<file path="config.mk">
export PLATFORM = sky130hd
export DESIGN_NAME = tlpa_ctrl
export DESIGN_NICKNAME = d
export VERILOG_FILES = /design/src/three_level_page_run_allocator_top_assert.svh /design/src/tlpa_pkg.sv /design/src/tlpa_ctrl.sv
export SDC_FILE = /design/constraint.sdc
export NUM_CORES = 1
export LEC_CHECK = 0
export ABC_AREA = 1
export BUFFER_PORTS_ARGS = -buffer_cell sky130_fd_sc_hd__buf_2
export CAP_MARGIN = 20
export CELL_PAD_IN_SITES_DETAIL_PLACEMENT = 0
export CELL_PAD_IN_SITES_GLOBAL_PLACEMENT = 1
export CORE_UTILIZATION = 26
export CTS_CLUSTER_DIAMETER = 40
export CTS_CLUSTER_SIZE = 8
export DETAILED_ROUTE_END_ITERATION = 10
export PLACE_DENSITY = 0.73
export REMOVE_ABC_BUFFERS = 1
export SLEW_MARGIN = 20
export SYNTH_ARGS = -nofsm -noshare
export SYNTH_HDL_FRONTEND = slang
export SYNTH_SLANG_ARGS = --single-unit
</file>
<file path="constraint.sdc">
create_clock -name clk -period 1.2 [get_ports clk]
set_input_delay 0.06 -clock clk [delete_from_list [all_inputs] [get_ports clk]]
set_output_delay 0.06 -clock clk [all_outputs]
set_load 0.005 [all_outputs]
</file>
<file path="src/three_level_page_run_allocator_top_assert.svh">
// Assertion macros for the page run allocator.
// Included by RTL files that carry concurrent checks; no other dependencies.
`ifndef THREE_LEVEL_PAGE_RUN_ALLOCATOR_TOP_ASSERT_SVH
`define THREE_LEVEL_PAGE_RUN_ALLOCATOR_TOP_ASSERT_SVH
`ifndef SYNTHESIS
`define TLPA_ASSERT(lbl, clk, rstn, prop) \
	lbl: assert property (@(posedge clk) disable iff (!rstn) (prop)) \
		else $error("tlpa assertion failed");
`define TLPA_ASSERT_IMP(lbl, clk, rstn, ante, cons) \
	lbl: assert property (@(posedge clk) disable iff (!rstn) (ante) |-> (cons)) \
		else $error("tlpa implication failed");
`else
`define TLPA_ASSERT(lbl, clk, rstn, prop)
`define TLPA_ASSERT_IMP(lbl, clk, rstn, ante, cons)
`endif
`endif

</file>
<file path="src/tlpa_pkg.sv">
// Shared types, codes and defaults for the page run allocator.
// No dependencies.
`timescale 1ns / 1ps
package tlpa_pkg;
	// parameter defaults
	localparam int RUNS_PER_LEVEL_DEF  = 256;
	localparam int LEVEL_SHIFT_DEF     = 9;
	localparam int BASE_PAGE_SHIFT_DEF = 12;
	localparam int ADDRESS_BITS_DEF    = 48;

	// field widths
	localparam int COUNT_W     = 32;
	localparam int START_W     = 48;
	localparam int LEVEL_W     = 2;
	localparam int STATUS_W    = 2;
	localparam int LEVELS      = 3;
	localparam int IN_TDATA_W  = 80;
	localparam int IN_TUSER_W  = 3;
	localparam int OUT_TDATA_W = 56;

	// commands and levels
	localparam logic CMD_ALLOC = 1'b0;
	localparam logic CMD_FREE  = 1'b1;
	localparam logic [LEVEL_W-1:0] LVL_BASE = 2'd0;
	localparam logic [LEVEL_W-1:0] TOP_LVL  = 2'd2;
	localparam logic [LEVEL_W-1:0] LVL_NONE = 2'd3;

	typedef enum logic [STATUS_W-1:0] {
		ST_OK   = 2'd0,
		ST_OOM  = 2'd1,
		ST_FULL = 2'd2,
		ST_ZERO = 2'd3
	} tlpa_st_t;

	// controller to datapath
	typedef struct packed {
		logic     load;
		logic     do_free;
		logic     rd_scan;
		logic     hit_split;
		logic     hit_exact;
		logic     mv_last;
		logic     next_idx;
		logic     go_up;
		logic     left_app;
		logic     set_st;
		tlpa_st_t st;
		logic     out_load;
	} tlpa_cmd_t;

	// datapath to controller
	typedef struct packed {
		logic zero;
		logic is_free;
		logic bad_lvl;
		logic used_zero;
		logic hit;
		logic exact;
		logic scan_last;
		logic top;
		logic at_org;
		logic out_free;
	} tlpa_sts_t;
endpackage

</file>
<file path="src/tlpa_ctrl.sv">
// Controller: sequences dispatch, table scan, level climb and leftover appends.
// Depends on tlpa_pkg.
`timescale 1ns / 1ps
module tlpa_ctrl (
	input  logic                clk,
	input  logic                arst_n,
	input  logic                in_valid,
	output logic                in_ready,
	input  tlpa_pkg::tlpa_sts_t sts,
	output tlpa_pkg::tlpa_cmd_t cmd
);
	import tlpa_pkg::*;

	typedef enum logic [3:0] {
		S_IDLE, S_DISPATCH, S_CHK, S_SCAN, S_CMP, S_MOVE, S_MISS, S_LEFT, S_DONE
	} state_t;

	state_t state_q, state_d;
	logic   ready_q;

	assign in_ready = ready_q;

	// command decode and next state
	always_comb begin
		cmd     = '0;
		cmd.st  = ST_OK;
		state_d = state_q;
		case (state_q)
			S_IDLE: begin
				if (in_valid && ready_q) begin
					cmd.load = 1'b1;
					state_d  = S_DISPATCH;
				end
			end
			S_DISPATCH: begin
				if (sts.zero) begin
					cmd.set_st = 1'b1;
					cmd.st     = ST_ZERO;
					state_d    = S_DONE;
				end else if (sts.bad_lvl) begin
					cmd.set_st = 1'b1;
					cmd.st     = sts.is_free ? ST_FULL : ST_OOM;
					state_d    = S_DONE;
				end else if (sts.is_free) begin
					cmd.do_free = 1'b1;
					state_d     = S_DONE;
				end else begin
					state_d = sts.used_zero ? S_MISS : S_SCAN;
				end
			end
			S_CHK: state_d = sts.used_zero ? S_MISS : S_SCAN;
			S_SCAN: begin
				cmd.rd_scan = 1'b1;
				state_d     = S_CMP;
			end
			S_CMP: begin
				if (sts.hit && !sts.exact) begin
					cmd.hit_split = 1'b1;
					state_d       = S_LEFT;
				end else if (sts.hit) begin
					cmd.hit_exact = 1'b1;
					state_d       = S_MOVE;
				end else if (sts.scan_last) begin
					state_d = S_MISS;
				end else begin
					cmd.next_idx = 1'b1;
					state_d      = S_SCAN;
				end
			end
			S_MOVE: begin
				cmd.mv_last = 1'b1;
				state_d     = S_LEFT;
			end
			S_MISS: begin
				if (sts.top) begin
					cmd.set_st = 1'b1;
					cmd.st     = ST_OOM;
					state_d    = S_DONE;
				end else begin
					cmd.go_up = 1'b1;
					state_d   = S_CHK;
				end
			end
			S_LEFT: begin
				if (sts.at_org) begin
					cmd.set_st = 1'b1;
					cmd.st     = ST_OK;
					state_d    = S_DONE;
				end else begin
					cmd.left_app = 1'b1;
				end
			end
			S_DONE: begin
				if (sts.out_free) begin
					cmd.out_load = 1'b1;
					state_d      = S_IDLE;
				end
			end
			default: state_d = S_IDLE;
		endcase
	end

	// state and ready register
	always_ff @(posedge clk or negedge arst_n) begin
		if (!arst_n) begin
			state_q <= S_IDLE;
			ready_q <= 1'b1;
		end else begin
			state_q <= state_d;
			if (cmd.load)
				ready_q <= 1'b0;
			else if (cmd.out_load)
				ready_q <= 1'b1;
		end
	end
endmodule

</file>
==> results.env, run 1 <==
OUTCOME='finished, violations left'
VIOLATIONS='setup timing'
SYNTHCELLS=86
TIMING_HOLD_VIOLATIONS_FINAL=0
TIMING.CRITICAL_PATH.BUF_INV=5
TIGHTESTPINTRANSITION_PS=214
CTS-BUFFERS-INSERTED=3
FLOORPLAN.INITIALDENSITY=0.280
RR_ENDPOINT='state_q[0]'
REPORT.POWER.TOTAL_mW=1.92
ROUTEDWLPERCELL_UM=9.88
FINAL_MIN_PERIOD_OVER_CLOCK_PERIOD=1.16
POWER.LEAKAGE_nW=0.513
INITIAL_DRT_MARKERS=12
DIE_AREA_UM2=2040
WORST_PATH_CELL_TRACE='inv_2 -> nor2_4 -> buf_4 -> nand3_2 -> buf_6 -> inv_1 -> buf_2'
ANTENNA_CELLS_INSERTED=0
DETAILROUTE.VIA_COUNT=667
R2R_SETUP_SLACK_PS=-60
YOSYS.CELL_TYPES.COUNT=18
DESIGN.PORTCOUNT=27
GLOBALROUTE.TOTALOVERFLOW=0
PLACEDCELLCOUNT=139
GRT_START_MAX_NET_PINS=7
MIN_DELAY_PATH_DEPTH=3
FLOORPLAN.ROWS=15
SLEW_VIOL_FINAL=0
RSZ_0062_RAISED_AFTER_GLOBAL_ROUTING='yes'
SYNTH.LARGEST_AREA_CELL='sky130_fd_sc_hd__dfrtp_1'
FIN_HOLD_WS_PS=44.9
HTREE_NUM_LEVELS=1
DIE_Y_UM=45.2
CRITICAL_PATH_PEAK_FANOUT=4
SYNTHTOLAYOUTAREAGROWTH_PCT=80.9
SYN_AREA_UM2=484
TRITONCTS='yes'
WORST-SETUP-PATH-TYPE='register to output pin'
CATEGORY_OF_THE_WORST_SETUP_PATH_LAUNCH_POINT='register'
MIN-DELAY-PATH-CLASS='primary input to register'
RR_WORST_DEPTH=10
VIAS_IN_THE_FIRST_GLOBAL_ROUTE=598
INSERTION_DELAY_PS=240
WORST_SETUP_HOLD_PATH_CLK_SLEW_PS=50
WORST_PATH_LARGEST_CELL_DELAY_PS=390
LAYOUT_MIN_CYCLE_TIME_PS=1390
SETUP_SLACK_PS=-190
ROOT_BUFFER='sky130_fd_sc_hd__clkbuf_4'
PRECTSSETUPSLACK_PS=-13.6
HOLD_PATH_END='state_q[2]'
SYNTH_TOP_CELL_AREA_SHARE=0.207
TIMING.FMAX_GHz=0.719
NUMBER_OF_SYNTHESIS_WARNINGS=0
DETAIL_ROUTE.FIRST_PASS.ITERATIONS=3
PORTBUFFERS=26
GRT_USE_TOTAL=0.166
CLOCK-SINKS=5
POSTLAYOUTCOREUTIL=0.507
CTS_MAX_PATH_BUFFERS=2
FIN_TNS_SETUP_PS=-1660
MAX_CAP_VIOL_COUNT=0
VIASPERCELL=4.36
ROUTE.DETAILED.DRC=0
FILLCELLCOUNT=195
SYNTH_SEQ_CELLS=5
ENDPOINT_KIND='output pin'
DIE-WIDTH_UM=45.2
CRIT_FAMILY='buffers and inverters'
YS_TOP_CELLS_BY_AREA='sky130_fd_sc_hd__dfrtp_1 (21%), sky130_fd_sc_hd__nand2_1 (17%), sky130_fd_sc_hd__nor2_1 (12%)'
GLOBALPLACE.CONGESTION=0.760
DP_WIRELENGTH_MM=1.11
MIN-DELAY-START='sts[6]'
GRT_FIRST_PASS_WIRELENGTH_MM=2.41
FINALCLOCKSKEW_PS=1.76
POWER_PER_CELL_AREA_nW_PER_UM2=2190
NETS=142
DRT.ANTENNA.VIOLATING_NETS=0
VDD_IR_DROP_MAX_mV=0.958
REPORT.FINAL.SETUP_VIOL=16
INITIAL_ANTENNA_VIOLATION_COUNT=0
ROUTED_WL_MM=1.51
CORE-AREA_UM2=1730
NON_FILLER_INSTANCES=153
POST_ROUTE_CELLS_DRIVE_ABOVE_1_SHARE=0.523
CRIT_PATH_TOP_DELAY_CELL='sky130_fd_sc_hd__dfrtp_1'
POST_DP_CELL_AREA_UM2=661
MAX_SLEW_MARGIN=0.856
SYN_AREA_PER_CELL_UM2=5.63
CRIT-REG2REG-LAUNCH='state_q[3]'
CRIT_REQUIRED_PS=1140
TIMING.CRITICAL_PATH.FROM='state_q[2]'
FINAL_DESIGN_AREA_NO_FILL_UM2=876
SYNTH_SEQUENTIAL_AREA_RATIO=0.261
WORST_EP_ARRIVAL_PS=1330
## sequential cells by signal, indices dropped and copies added, names as in the netlist
signal / cells
in_ready: 1
state_q: 4
## area by class of cell
| class | count | area, um2 | share of cell area |
|---|---|---|---|
| Sequential cell | 5 | 130 | 0.149 |
| Tap cell | 25 | 31.3 | 0.0357 |
| Inverter | 16 | 60.1 | 0.0686 |
| Multi-Input combinational cell | 65 | 387 | 0.441 |
| Clock buffer | 4 | 26.3 | 0.0300 |
| Timing Repair Buffer | 38 | 241 | 0.276 |
## Yosys cell counts, drive strengths merged
library cell,number
o21ai,5
or2,1
nor3,2
nand3,9
dfrtp,4
dfstp,1
nor2,19
nand2,23
a21oi,3
inv,16
nand4,2
o211ai,1
## cells by family (layout without fill, tap and decap cells)
kind of cell	Yosys count	after routing	share of synthesized area
AOI/OAI and AO/OA	9	9	0.106
buffers and inverters	16	58	0.124
DFF	5	5	0.261
and+or+nand+nor	56	56	0.509
## what timing repair did
action                                  4_1_cts  5_1_grt
gates resized for setup                      24       11
pin swaps                                     6        6
hold buffers                                  1        0
endpoints found under the hold margin         5        0
buffers inserted                              2        7
endpoints found under the setup margin       14       17
## where the power goes
group | switching (mW) | internal, mW | total [mW]
Sequential | 0.123 | 0.269 | 0.392
Combinational | 0.716 | 0.606 | 1.32
Clock | 0.0747 | 0.126 | 0.201
## routing by layer
layer  global-route usage  vias up  wire, um
li1                     -      356         -
met1                0.216      286       658
met2                0.255       21       758
met3               0.0360        4        63
met4               0.0909        0        31
met5                    0        -         0
## worst register-to-register path: stages, from the launching register on
cell,delay [ps]
sky130_fd_sc_hd__dfrtp_2,430
sky130_fd_sc_hd__inv_2,110
sky130_fd_sc_hd__nand2_2,90
sky130_fd_sc_hd__nor2_4,140
sky130_fd_sc_hd__buf_6,120
sky130_fd_sc_hd__nand2_4,40
sky130_fd_sc_hd__nand2_4,70
sky130_fd_sc_hd__nand2_1,50
sky130_fd_sc_hd__nand2_1,50
sky130_fd_sc_hd__nand2_1,40
sky130_fd_sc_hd__nand2_1,50
## layout by cell type (no fill, tap or decap)
master / n
sky130_fd_sc_hd__a21oi_1: 2
sky130_fd_sc_hd__a21oi_2: 1
sky130_fd_sc_hd__buf_2: 26
sky130_fd_sc_hd__buf_4: 6
sky130_fd_sc_hd__buf_6: 5
sky130_fd_sc_hd__clkbuf_1: 1
sky130_fd_sc_hd__clkbuf_4: 3
sky130_fd_sc_hd__dfrtp_1: 1
sky130_fd_sc_hd__dfrtp_2: 3
sky130_fd_sc_hd__dfstp_2: 1
sky130_fd_sc_hd__dlygate4sd3_1: 1
sky130_fd_sc_hd__inv_1: 12
sky130_fd_sc_hd__inv_2: 4
sky130_fd_sc_hd__nand2_1: 16
sky130_fd_sc_hd__nand2_2: 3
sky130_fd_sc_hd__nand2_4: 4
sky130_fd_sc_hd__nand3_1: 7
sky130_fd_sc_hd__nand3_2: 2
sky130_fd_sc_hd__nand4_1: 2
sky130_fd_sc_hd__nor2_1: 12
sky130_fd_sc_hd__nor2_2: 1
sky130_fd_sc_hd__nor2_4: 6
sky130_fd_sc_hd__nor3_1: 1
sky130_fd_sc_hd__nor3_2: 1
sky130_fd_sc_hd__o211ai_1: 1
sky130_fd_sc_hd__o21ai_0: 3
sky130_fd_sc_hd__o21ai_1: 1
sky130_fd_sc_hd__o21ai_2: 1
sky130_fd_sc_hd__or2_1: 1
## worst max path at each step
stage,to,cells past startpoint
2_1_floorplan,state_q[0],9
3_5_place_dp,cmd[1],6
3_3_place_gp,cmd[2],6
4_1_cts,cmd[5],5
6_report,cmd[4],7
5_1_grt,cmd[4],7
Power figures use the tool's default switching activity.
==> run 2: changes to the inputs <==
--- a/config.mk
+++ b/config.mk
@@ -10,6 +10,7 @@
 export CAP_MARGIN = 20
 export CELL_PAD_IN_SITES_DETAIL_PLACEMENT = 0
 export CELL_PAD_IN_SITES_GLOBAL_PLACEMENT = 1
+export CORE_MARGIN = 2
 export CORE_UTILIZATION = 26
 export CTS_CLUSTER_DIAMETER = 40
 export CTS_CLUSTER_SIZE = 8
==> run 2 against run 1 <==
Non-clock buffer count decreased by 1. Setup slack improved by 17 ps. The flow still finishes with violations (setup timing). Sequential power decreased by 3%. Hold slack got worse by 9.7 ps. First-iteration DRC count decreased by 42%. Cell area decreased by 1.3%.
==> results.env, run 2 (synthesis gave the netlist of run 1 again) <==
PORTBUFFERS=26
LEADING_CELL_TYPES_IN_THE_LAYOUT_FILL_AND_TAPS_EXCLUDED='sky130_fd_sc_hd__buf_2 (25), sky130_fd_sc_hd__nand2_1 (17), sky130_fd_sc_hd__inv_1 (11)'
ROOT_BUFFER='sky130_fd_sc_hd__clkbuf_4'
PLACEDCELLCOUNT=139
VIOLATIONS='setup timing'
LAYOUT_MIN_CYCLE_TIME_PS=1370
GRT_USE_TOTAL=0.134
WORST_PATH_LARGEST_CELL_DELAY_PS=440
INITIAL_ANTENNA_VIOLATION_COUNT=0
WORST-SETUP-PATH-TYPE='register to output pin'
CATEGORY_OF_THE_WORST_SETUP_PATH_LAUNCH_POINT='register'
TIMING_HOLD_VIOLATIONS_FINAL=0
CLOCK-SINKS=5
MAX_SLEW_MARGIN=0.859
GLOBALROUTE.TOTALOVERFLOW=0
DESIGN.PORTCOUNT=27
GLOBALPLACE.CONGESTION=0.765
VIAS_IN_THE_FIRST_GLOBAL_ROUTE=542
POWER_PER_CELL_AREA_nW_PER_UM2=2090
DIE_AREA_UM2=2220
LARGEST_REG_FLOPS=4
WORST_EP_ARRIVAL_PS=1310
CRIT_REQUIRED_PS=1140
POST_ROUTE_CELLS_DRIVE_ABOVE_1_SHARE=0.559
OUTCOME='finished, violations left'
GRT_START_MAX_NET_PINS=6
RSZ_0062_RAISED_AFTER_GLOBAL_ROUTING='yes'
FINALCLOCKSKEW_PS=6.22
FIN_HOLD_WS_PS=35.2
CTS_MAX_PATH_BUFFERS=2
DP_WIRELENGTH_MM=1.10
NETS=141
LAYOUT_COMMONEST_CELL='sky130_fd_sc_hd__buf_2'
ROUTED_WL_MM=1.39
NON_FILLER_INSTANCES=152
DETAIL_ROUTE.FIRST_PASS.ITERATIONS=4
FINAL_MIN_PERIOD_OVER_CLOCK_PERIOD=1.14
SLEW_VIOL_FINAL=0
CTS-BUFFERS-INSERTED=3
ENDPOINT_KIND='output pin'
HTREE_NUM_LEVELS=1
FLOORPLAN.ROWS=15
TRITONCTS='yes'
MIN-DELAY-PATH-CLASS='primary input to register'
ROUTE.DETAILED.DRC=0
ROUTEDWLPERCELL_UM=9.17
DETAILROUTE.VIA_COUNT=668
SYNTHTOLAYOUTAREAGROWTH_PCT=78.6
POWER.LEAKAGE_nW=0.498
FLOORPLAN.INITIALDENSITY=0.277
ANTENNA_CELLS_INSERTED=0
LARGEST_REGISTER='state_q'
DIE_Y_UM=47.2
POSTLAYOUTCOREUTIL=0.495
CORE-AREA_UM2=1750
CRITICAL_PATH_PEAK_FANOUT=5
VIASPERCELL=4.39
SETUP_SLACK_PS=-172
CRIT_PATH_TOP_DELAY_CELL='sky130_fd_sc_hd__dfrtp_2'
DRT.ANTENNA.VIOLATING_NETS=0
GRT_FIRST_PASS_WIRELENGTH_MM=2.14
TIGHTESTPINTRANSITION_PS=210
INITIAL_DRT_MARKERS=7
POST_DP_CELL_AREA_UM2=661
REPORT.FINAL.SETUP_VIOL=15
WORST_SETUP_HOLD_PATH_CLK_SLEW_PS=50
FINAL_DESIGN_AREA_NO_FILL_UM2=865
INSERTION_DELAY_PS=250
MAX_CAP_VIOL_COUNT=0
VDD_IR_DROP_MAX_mV=0.836
DIE-WIDTH_UM=47.2
TIMING.FMAX_GHz=0.729
WORST_PATH_CELL_TRACE='nor2_4 -> nand3_2 -> or2_1 -> inv_1 -> buf_2'
==> run 2: cell count changes in the layout (fill, tap and decap cells not counted), sizes merged <==
cell / delta
buf: -1
==> run 2: final timing paths <==
path | start | end | slack, ps | depth (start not counted)
min in group asynchronous | arst_n | state_q[2] | 150 | 2
max in group asynchronous | arst_n | in_ready | 840 | 2
hold / removal | sts[6] | state_q[2] | 40 | 3
setup / recovery | state_q[3] | cmd[5] | -170 | 5
setup reg to reg | state_q[3] | state_q[0] | -80 | 10
hold reg to reg | in_ready | in_ready | 470 | 2
==> run 2: area by class of cell <==
class	count	area [um2]
well taps	25	31.3
repair buffers	37	233
multi-input cells	65	384
clock buffers	4	26.3
fillers	194	881
flip-flops and latches	5	130
inverters	16	60.1
==> run 2: through the flow <==
stage               setup slack, ps  setup TNS, ps  power (mW)
finish                         -172          -1710        1.80
detailed placement            -9.22          -9.22        1.21
floorplan                       140              0       0.920
CTS                            -155          -1490        1.57
global route                   -246          -2960        1.98
global placement               9.42              0        1.21
==> run 2: what timing repair did <==
item / CTS / global route
hold buffers: 1 / 0
pin swaps: 6 / 7
setup endpoints to repair: 13 / 16
endpoints found under the hold margin: 5 / 0
resized for setup: 14 / 21
buffers inserted: 4 / 4
==> run 2: worst max-delay path: cells and delay by family (launching register included) <==
family	cells	cell delay (ps)
AND/OR/NAND/NOR	3	480
flip-flops	1	440
buffers and inverters	2	150
==> run 2: per-layer routing <==
layer	GRT usage	part of all wire	up-vias
li1	-	-	353
met1	0.193	0.46	297
met2	0.208	0.50	16
met3	0.0115	0.026	2
met4	0.0500	0.012	0
met5	0	0	-
==> run 2: where the power goes <==
| part | switching [mW] | total, mW | internal (mW) |
|---|---|---|---|
| Sequential | 0.111 | 0.380 | 0.269 |
| Combinational | 0.691 | 1.23 | 0.536 |
| Clock | 0.0718 | 0.198 | 0.126 |
